==> config.mk <==
export PLATFORM = sky130hd
export DESIGN_NAME = sorted_byte_list_flat
export DESIGN_NICKNAME = d
export VERILOG_FILES = /design/src/hw/rtl/sbl_pkg.sv /design/src/hw/rtl/sbl_req_if.sv /design/src/hw/rtl/sbl_rsp_if.sv /design/src/hw/rtl/sorted_byte_list.sv /design/src/hw/rtl/sbl_cell.sv /design/src/flat_wrapper.sv
export VERILOG_INCLUDE_DIRS = /design/src /design/src/hw/rtl
export SDC_FILE = /design/constraint.sdc
export NUM_CORES = 1
export LEC_CHECK = 0
export ABC_CLOCK_PERIOD_IN_PS = 4800
export BUFFER_PORTS_ARGS = -buffer_cell sky130_fd_sc_hd__buf_2
export CAP_MARGIN = 5
export CORE_ASPECT_RATIO = 0.9
export CORE_MARGIN = 2
export CORE_UTILIZATION = 45
export CTS_BUF_LIST = sky130_fd_sc_hd__clkbuf_8
export DETAILED_ROUTE_END_ITERATION = 6
export PLACE_DENSITY_LB_ADDON = 0.05
export SLEW_MARGIN = 5
export SYNTH_ARGS = -nofsm -noshare
export SYNTH_HDL_FRONTEND = slang
export SYNTH_SLANG_ARGS = --single-unit
==> constraint.sdc <==
create_clock -name clk -period 4.8 [get_ports clk]
set_input_delay 0 -clock clk [delete_from_list [all_inputs] [get_ports clk]]
set_output_delay 0 -clock clk [all_outputs]
set_load 0.02 [all_outputs]
==> src/hw/rtl/sorted_byte_list_defines.svh <==
// Assertion macros used by the list RTL.
`ifndef SORTED_BYTE_LIST_DEFINES_SVH
`define SORTED_BYTE_LIST_DEFINES_SVH

`ifndef SYNTHESIS
// Checked while out of reset.
`define SBL_ASSERT(label, clk, rst, prop) \
  label: assert property (@(posedge clk) disable iff (rst) prop) \
    else $error("sorted_byte_list assertion failed");
// Checked on every edge, reset included.
`define SBL_ASSERT_ALWAYS(label, clk, prop) \
  label: assert property (@(posedge clk) prop) \
    else $error("sorted_byte_list assertion failed");
`else
`define SBL_ASSERT(label, clk, rst, prop)
`define SBL_ASSERT_ALWAYS(label, clk, prop)
`endif

`endif

==> src/hw/rtl/sbl_pkg.sv <==
`timescale 1ns / 1ps
`default_nettype none

package sbl_pkg;

  localparam int CAPACITY    = 16;
  localparam int DATA_W      = 8;
  localparam int CNT_W       = $clog2(CAPACITY + 1);
  localparam int COUNT_OUT_W = 5;

  typedef enum logic {
    KIND_INSERT = 1'b0,
    KIND_DELETE = 1'b1
  } kind_t;

  typedef enum logic [1:0] {
    ST_INSERTED = 2'd0,
    ST_FULL     = 2'd1,
    ST_REMOVED  = 2'd2,
    ST_MISSING  = 2'd3
  } status_t;

  typedef enum logic {
    S_IDLE = 1'b0,
    S_EXEC = 1'b1
  } state_t;

  // Broadcast to every cell: compare phase, then one of the two shifts.
  typedef struct packed {
    logic cmp;
    logic ins;
    logic del;
  } cell_ctl_t;

endpackage

`default_nettype wire

==> src/hw/rtl/sbl_req_if.sv <==
`timescale 1ns / 1ps
`default_nettype none

interface sbl_req_if;
  import sbl_pkg::*;

  logic              valid;
  logic              ready;
  kind_t             kind;
  logic [DATA_W-1:0] value;

  modport source (output valid, output kind, output value, input ready);
  modport sink (input valid, input kind, input value, output ready);
endinterface

`default_nettype wire

==> src/hw/rtl/sbl_rsp_if.sv <==
`timescale 1ns / 1ps
`default_nettype none

interface sbl_rsp_if;
  import sbl_pkg::*;

  logic                   valid;
  logic                   ready;
  status_t                status;
  logic [COUNT_OUT_W-1:0] entry_count;
  logic                   list_empty;

  modport source (output valid, output status, output entry_count, output list_empty,
                  input ready);
  modport sink (input valid, input status, input entry_count, input list_empty,
                output ready);
endinterface

`default_nettype wire

==> src/hw/rtl/sorted_byte_list.sv <==
// Sorted byte list: keeps up to CAPACITY unsigned bytes in ascending order
// in a row of cells. A request either inserts a byte ahead of the first
// entry not smaller than it (refused with status full when the list is
// full) or deletes the lowest-placed equal entry (status not found when
// absent). Every request gives exactly one response with status, entry
// count and an empty flag. A transaction runs as a compare step and a shift
// step: as the request is accepted all cells compare the byte in parallel
// and latch where it falls, then the cells shift one place toward or away
// from that point. The next request is taken in the cycle after the shift,
// so the block takes no new request before the last one has shifted; a
// stalled response holds the shift until its register frees.
`timescale 1ns / 1ps
`default_nettype none
`include "sorted_byte_list_defines.svh"

module sorted_byte_list (
  input wire logic clk,
  input wire logic rst,
  sbl_req_if.sink  req,
  sbl_rsp_if.source rsp
);
  import sbl_pkg::*;

  state_t            state;
  state_t            state_next;
  logic [CNT_W-1:0]  count;
  logic [CNT_W-1:0]  count_next;
  logic [DATA_W-1:0] key;
  kind_t             kind;
  cell_ctl_t         ctl;
  logic [DATA_W-1:0] key_bus;
  logic              xfer;
  logic              commit;
  logic              found;
  logic              full;
  logic              ins_ok;
  logic              del_ok;
  status_t           status_next;

  logic [DATA_W-1:0] cell_data [CAPACITY];
  logic [CAPACITY-1:0] occ;
  logic [CAPACITY-1:0] ge;
  logic [CAPACITY-1:0] ge_now;
  logic [CAPACITY-1:0] hit;

  assign req.ready = (state == S_IDLE);
  assign xfer      = req.valid && req.ready;
  assign key_bus   = (state == S_IDLE) ? req.value : key;
  assign found     = |hit;
  assign full      = (count == CNT_W'(CAPACITY));

  for (genvar i = 0; i < CAPACITY; i++) begin : g_cell
    logic              l_ge_now;
    logic              l_ge;
    logic [DATA_W-1:0] l_data;
    logic [DATA_W-1:0] r_data;

    assign occ[i] = (CNT_W'(i) < count);

    if (i == 0) begin : g_first
      assign l_ge_now = 1'b0;
      assign l_ge     = 1'b0;
      assign l_data   = '0;
    end else begin : g_mid
      assign l_ge_now = ge_now[i-1];
      assign l_ge     = ge[i-1];
      assign l_data   = cell_data[i-1];
    end

    if (i == CAPACITY - 1) begin : g_last
      assign r_data = '0;
    end else begin : g_inner
      assign r_data = cell_data[i+1];
    end

    sbl_cell u_cell (
      .clk         (clk),
      .ctl         (ctl),
      .key         (key_bus),
      .occ         (occ[i]),
      .left_ge_now (l_ge_now),
      .left_ge     (l_ge),
      .left_data   (l_data),
      .right_data  (r_data),
      .data        (cell_data[i]),
      .ge          (ge[i]),
      .ge_now      (ge_now[i]),
      .hit         (hit[i])
    );
  end

  always_comb begin
    state_next  = state;
    count_next  = count;
    commit      = 1'b0;
    ins_ok      = 1'b0;
    del_ok      = 1'b0;
    status_next = ST_MISSING;
    ctl         = '0;
    case (state)
      S_IDLE: begin
        ctl.cmp = xfer;
        if (xfer) begin
          state_next = S_EXEC;
        end
      end
      S_EXEC: begin
        // Hold the shift while an untaken response sits in the register.
        commit = !rsp.valid || rsp.ready;
        ins_ok = (kind == KIND_INSERT) && !full;
        del_ok = (kind == KIND_DELETE) && found;
        if (kind == KIND_INSERT) begin
          status_next = full ? ST_FULL : ST_INSERTED;
        end else begin
          status_next = found ? ST_REMOVED : ST_MISSING;
        end
        if (commit) begin
          ctl.ins    = ins_ok;
          ctl.del    = del_ok;
          state_next = S_IDLE;
          if (ins_ok) begin
            count_next = count + CNT_W'(1);
          end else if (del_ok) begin
            count_next = count - CNT_W'(1);
          end
        end
      end
      default: begin
        state_next = S_IDLE;
      end
    endcase
  end

  always_ff @(posedge clk) begin
    if (rst) begin
      state     <= S_IDLE;
      count     <= '0;
      rsp.valid <= 1'b0;
    end else begin
      state <= state_next;
      count <= count_next;
      if (commit) begin
        rsp.valid <= 1'b1;
      end else if (rsp.ready) begin
        rsp.valid <= 1'b0;
      end
    end
  end

  always_ff @(posedge clk) begin
    if (xfer) begin
      key  <= req.value;
      kind <= req.kind;
    end
    if (commit) begin
      rsp.status      <= status_next;
      rsp.entry_count <= COUNT_OUT_W'(count_next);
      rsp.list_empty  <= (count_next == '0);
    end
  end

  `SBL_ASSERT(a_count_bound, clk, rst, count <= CNT_W'(CAPACITY))
  `SBL_ASSERT(a_single_hit, clk, rst, (state == S_EXEC) |-> $onehot0(hit))
  `SBL_ASSERT(a_accept_to_exec, clk, rst, xfer |=> (state == S_EXEC))
  `SBL_ASSERT(a_insert_grows, clk, rst, (commit && ins_ok) |=> (count == $past(count) + CNT_W'(1)))
  `SBL_ASSERT(a_empty_flag, clk, rst, rsp.valid |-> (rsp.list_empty == (count == '0)))

endmodule

`default_nettype wire

==> src/hw/rtl/sbl_cell.sv <==
`timescale 1ns / 1ps
`default_nettype none

module sbl_cell (
  input  wire logic                      clk,
  input  wire sbl_pkg::cell_ctl_t        ctl,
  input  wire logic [sbl_pkg::DATA_W-1:0] key,
  input  wire logic                      occ,
  input  wire logic                      left_ge_now,
  input  wire logic                      left_ge,
  input  wire logic [sbl_pkg::DATA_W-1:0] left_data,
  input  wire logic [sbl_pkg::DATA_W-1:0] right_data,
  output logic      [sbl_pkg::DATA_W-1:0] data,
  output logic                           ge,
  output logic                           ge_now,
  output logic                           hit
);
  import sbl_pkg::*;

  // At or past the insert point: empty slot or an entry not below the key.
  assign ge_now = !(occ && (data < key));

  always_ff @(posedge clk) begin
    if (ctl.cmp) begin
      ge  <= ge_now;
      hit <= occ && (data == key) && !left_ge_now;
    end
    if (ctl.ins) begin
      if (left_ge) begin
        data <= left_data;
      end else if (ge) begin
        data <= key;
      end
    end else if (ctl.del) begin
      if (ge) begin
        data <= right_data;
      end
    end
  end

endmodule

`default_nettype wire

==> src/flat_wrapper.sv <==
// flat-port wrapper written by rule: the top's interface ports become plain ports
module sorted_byte_list_flat import sbl_pkg::*;
  (clk, rst, req_valid, req_kind, req_value, req_ready, rsp_valid, rsp_status, rsp_entry_count, rsp_list_empty, rsp_ready);
  sbl_req_if req_i ();
  sbl_rsp_if rsp_i ();
  input wire logic clk;
  input wire logic rst;
  input wire logic [$bits(req_i.valid)-1:0] req_valid;
  input wire logic [$bits(req_i.kind)-1:0] req_kind;
  input wire logic [$bits(req_i.value)-1:0] req_value;
  output wire logic [$bits(req_i.ready)-1:0] req_ready;
  output wire logic [$bits(rsp_i.valid)-1:0] rsp_valid;
  output wire logic [$bits(rsp_i.status)-1:0] rsp_status;
  output wire logic [$bits(rsp_i.entry_count)-1:0] rsp_entry_count;
  output wire logic [$bits(rsp_i.list_empty)-1:0] rsp_list_empty;
  input wire logic [$bits(rsp_i.ready)-1:0] rsp_ready;
  assign req_i.valid = req_valid;
  assign req_i.kind = req_kind;
  assign req_i.value = req_value;
  assign req_ready = req_i.ready;
  assign rsp_valid = rsp_i.valid;
  assign rsp_status = rsp_i.status;
  assign rsp_entry_count = rsp_i.entry_count;
  assign rsp_list_empty = rsp_i.list_empty;
  assign rsp_i.ready = rsp_ready;
  sorted_byte_list u_core (.clk(clk), .rst(rst), .req(req_i), .rsp(rsp_i));
endmodule
==> summary.md <==
| Metric | Value |
|---|---|
| Status | finished, final reports clean |
| Synthesized area | 11400 µm² |
| Post-synth ARST share | 0% |
| Max cap viols | 0 |
| Slew Limit Fails | 0 |
| I/O pins | 23 |
| Crit path time final | 3.94 ns |
| Met2 Track Usage GR | 37.2% |
| Setup bufs post-CTS | 0 |
| CP startpoint kind | flip-flop |
| Dpl ws | 0.879 ns |
| Final worst-path setup slack | 0.865 ns |
| Yosys reg bits | 184 |
| Core box area | 25000 µm² |
| Seq. cell area | 5460 µm² |
| Remaining Overflow, GRT | 0 |
| CP peak stage delay | 0.92 ns |
| Pre-Repair DR Iteration Count | 6 |
| IO Port Bufs | 22 |
| P_int | 2690 µW |
| Mapped Avg Cell Area | 9.52 µm² |
| Die area | 26700 µm² |
| Total Wirelength | 32200 µm |
| Critical Setup Path Class | flip-flop to flip-flop |
| Worst Clk Skew | 0.0203 ns |
| Chip Height | 155 µm |
| Post-CTS Hold Buffers | 12 |
| Wirelength per Cell | 20.7 µm |
| Clock root buffer master | clkbuf_8 |
| FMAX | 0.254 GHz |
| Rows | 55 |
| Critical path buffer and inverter count | 2 |
| Worst-margin pin slew | 1.05 ns |
| Critical path's slowest cell | nor4_1 |
| Setup violators final | 0 |
| Part of the Yosys area used for sequential elements | 47.8% |
| RSZ-0062 raised after global routing | false |
| Crit path top cell by count | buf_4 |
| # nets final | 1343 |
| Initial DRC count | 767 |
| Clk_lat worst skew | 0.48 ns |
| Fill count | 2408 |
| Most Crowded Layer GR | met1 |
| CP max FO | 32 |
| Netlist cell types | 55 |
| Area occupied by multi-input gates | 5640 µm² |
| Mapped Cells | 1200 |
| Vias per cell | 5.68 |
| Power Total | 3990 µW |
| Initial antenna violation count | 2 |
| Routed Antenna Nets | 0 |
| Initial Utilization | 45.6% |
| CTS max path bufs | 2 |
| Post_cts resized | 0 |
| Num CTS Buffers | 17 |
| Global Route met1 Usage | 38.7% |
| Delay-heaviest family, CP | simple AND/OR/NAND/NOR gates |
| Setup TNS | 0 ns |
| Largest net degree at the start of global routing | 167 |
| Peak supply drop | 0.000181 V |
| CTS clock-pin slew for the worst setup and hold paths | 0.10 ns |
| Worst Path Required | 4.93 ns |
| Vias in the first global route | 8391 |
| Gate power share | 20.8% |
| WP data arrival | 4.07 ns |
| Yosys warning count | 0 |
| Relative slew margins | 29.5% |
| DIE WIDTH | 172 µm |
| Total GRT Usage | 25.0% |
| Synth Flop Type | edfxtp_1 |
| Switching share of power | 32.6% |
| Ant diodes | 0 |
| Share of cells above drive strength 1 | 7.60% |
| # H-tree levels | 4 |
| Vias post-DR | 8820 |
| Flop pwr share | 51.0% |
| Clk pwr share | 28.2% |
| CTS tree | yes |
| First-pass GRT wire length | 49700 µm |
| Post-DP HPWL | 22800 µm |
| Switch Pwr | 1300 µW |
| Gpl congestion | 0.822 |
| Post-route DRC violation count | 0 |
| CP Cell Sequence | buf_4 > mux2i_4 > buf_4 > ha_1 > a21oi_1 > nor2b_1 > o21ai_0 > o211ai_1 > nor4_1 |
| Number of hold violations in the final report | 0 |
| Area Overhead vs Synth | 8.93% |
| Power density over cell area | 321 nW/µm² |
| Final Cycle Share | 82.0% |
| Post-synth EDFFs | 177 |
| Worst hold path class | input pin to flip-flop |
| Clock Sinks | 184 |
| Leak | 0.00479 µW |
| CP Capture Type | flip-flop |
| GR Util met3 | 3.49% |
| Total nets after synthesis | 1345 |
==> per-stage QoR <==
step                      cells  instance area (µm²)  hold WS, ns  utilization (%)
after global routing       1553                12400        0.253             49.7
after floorplan            1200                11400       0.0691                -
after detailed placement   1509                11900        0.178             47.6
after CTS                  1553                12400        0.224             49.7
final                      1553                12400        0.265             49.7
after global placement     1509                11900        0.182             47.6
==> cell usage in the layout, fill, tap and decap left out, types with 2 or more instances in the layout <==
cell,n
nand2b_1,15
a21oi_1,157
nand2_1,153
nor2b_1,29
o21a_1,7
nor4_1,17
o21ai_0,123
ha_1,132
dlygate4sd3_1,12
a211oi_1,2
a2111oi_0,2
buf_4,16
inv_1,23
bufinv_16,2
clkbuf_8,17
a41oi_1,2
mux2i_4,7
a31oi_1,2
o21ai_1,43
buf_2,22
nand4_1,29
xor2_1,2
inv_6,6
nand3_1,5
clkinvlp_4,3
dfxtp_1,7
edfxtp_1,177
buf_12,3
o211ai_1,13
inv_8,3
nor2_1,150
==> cell type report <==
| type | count | share of cell area [%] |
|---|---|---|
| Clock buffer | 17 | 1.88 |
| Clock inverter | 15 | 1.43 |
| Inverter | 25 | 0.754 |
| Multi-Input combinational cell | 917 | 45.4 |
| Sequential cell | 184 | 43.8 |
| Tap cell | 342 | 3.44 |
| Timing Repair Buffer | 53 | 3.30 |
==> kinds of logic after synthesis <==
logic type               count (synthesis)  share of synthesized area [%]
buffers and inverters                   99                           3.60
adder cells (fa/ha/maj)                132                           14.5
multiplexers                             8                          0.865
AND/OR/NAND/NOR                        412                           16.0
AO/OA/AOI/OAI                          361                           17.0
XOR/XNOR                                 4                          0.372
flip-flops                             184                           47.8
==> synth_stat cells, drive strengths merged, types with 2 or more instances <==
cell type	instances	area share [%]
nand2	154	5.1
clkbuf	49	1.6
a31oi	2	0.11
dfxtp	7	1.2
buf	25	1.2
nor4	18	1.0
o211ai	13	0.85
nor2b	30	1.6
mux2i	8	0.87
a2111oi	2	0.15
o21a	7	0.46
a41oi	2	0.15
ha	132	14
or2	2	0.11
a21oi	157	6.9
nor2	151	5.0
nand4	29	1.6
a211oi	2	0.13
nand3	5	0.22
nand2b	15	0.82
inv	24	0.79
xor2	3	0.30
edfxtp	177	47
o21ai	167	7.3
==> sequential cells by signal (all words and copies together), names as in the netlist, 2 cells and up <==
signal,count
u_core.g_cell.u_cell.data,128
u_core.g_cell.u_cell.ge,16
u_core.g_cell.u_cell.hit,16
u_core.key,8
u_core.count,5
u_core.rsp.entry_count,5
u_core.rsp.status,2
==> path summary, 6_finish.rpt <==
| kind | slack [ns] | startpoint | cells after the start | endpoint |
|---|---|---|---|---|
| max | 0.86 | u_core.state$_SDFF_PP0_ | 9 | u_core.g_cell[15].u_cell.hit$_DFFE_PP_ |
| min | 0.27 | req_kind | 2 | u_core.kind$_DFFE_PP_ |
| max reg2reg | 0.86 | u_core.state$_SDFF_PP0_ | 9 | u_core.g_cell[15].u_cell.hit$_DFFE_PP_ |
| min reg2reg | 0.57 | u_core.rsp.valid$_SDFFE_PP0P_ | 2 | u_core.rsp.valid$_SDFFE_PP0P_ |
==> power groups by stage <==
stage | Clock [µW] | Sequential (µW) | Combinational, µW
floorplan | 0 | 1990 | 598
global placement | 0 | 2070 | 810
detailed placement | 0 | 2070 | 818
CTS | 1140 | 2030 | 830
global route | 1210 | 2050 | 945
finish | 1130 | 2040 | 830
==> per-layer routing <==
| layer | wire length (µm) | part of all wire, % |
|---|---|---|
| met4 | 320 | 0.99 |
| met3 | 1570 | 4.9 |
| met1 | 16300 | 51 |
| met5 | 0 | 0 |
| met2 | 14000 | 44 |
Note: power is estimated with default switching activity, not from simulation.
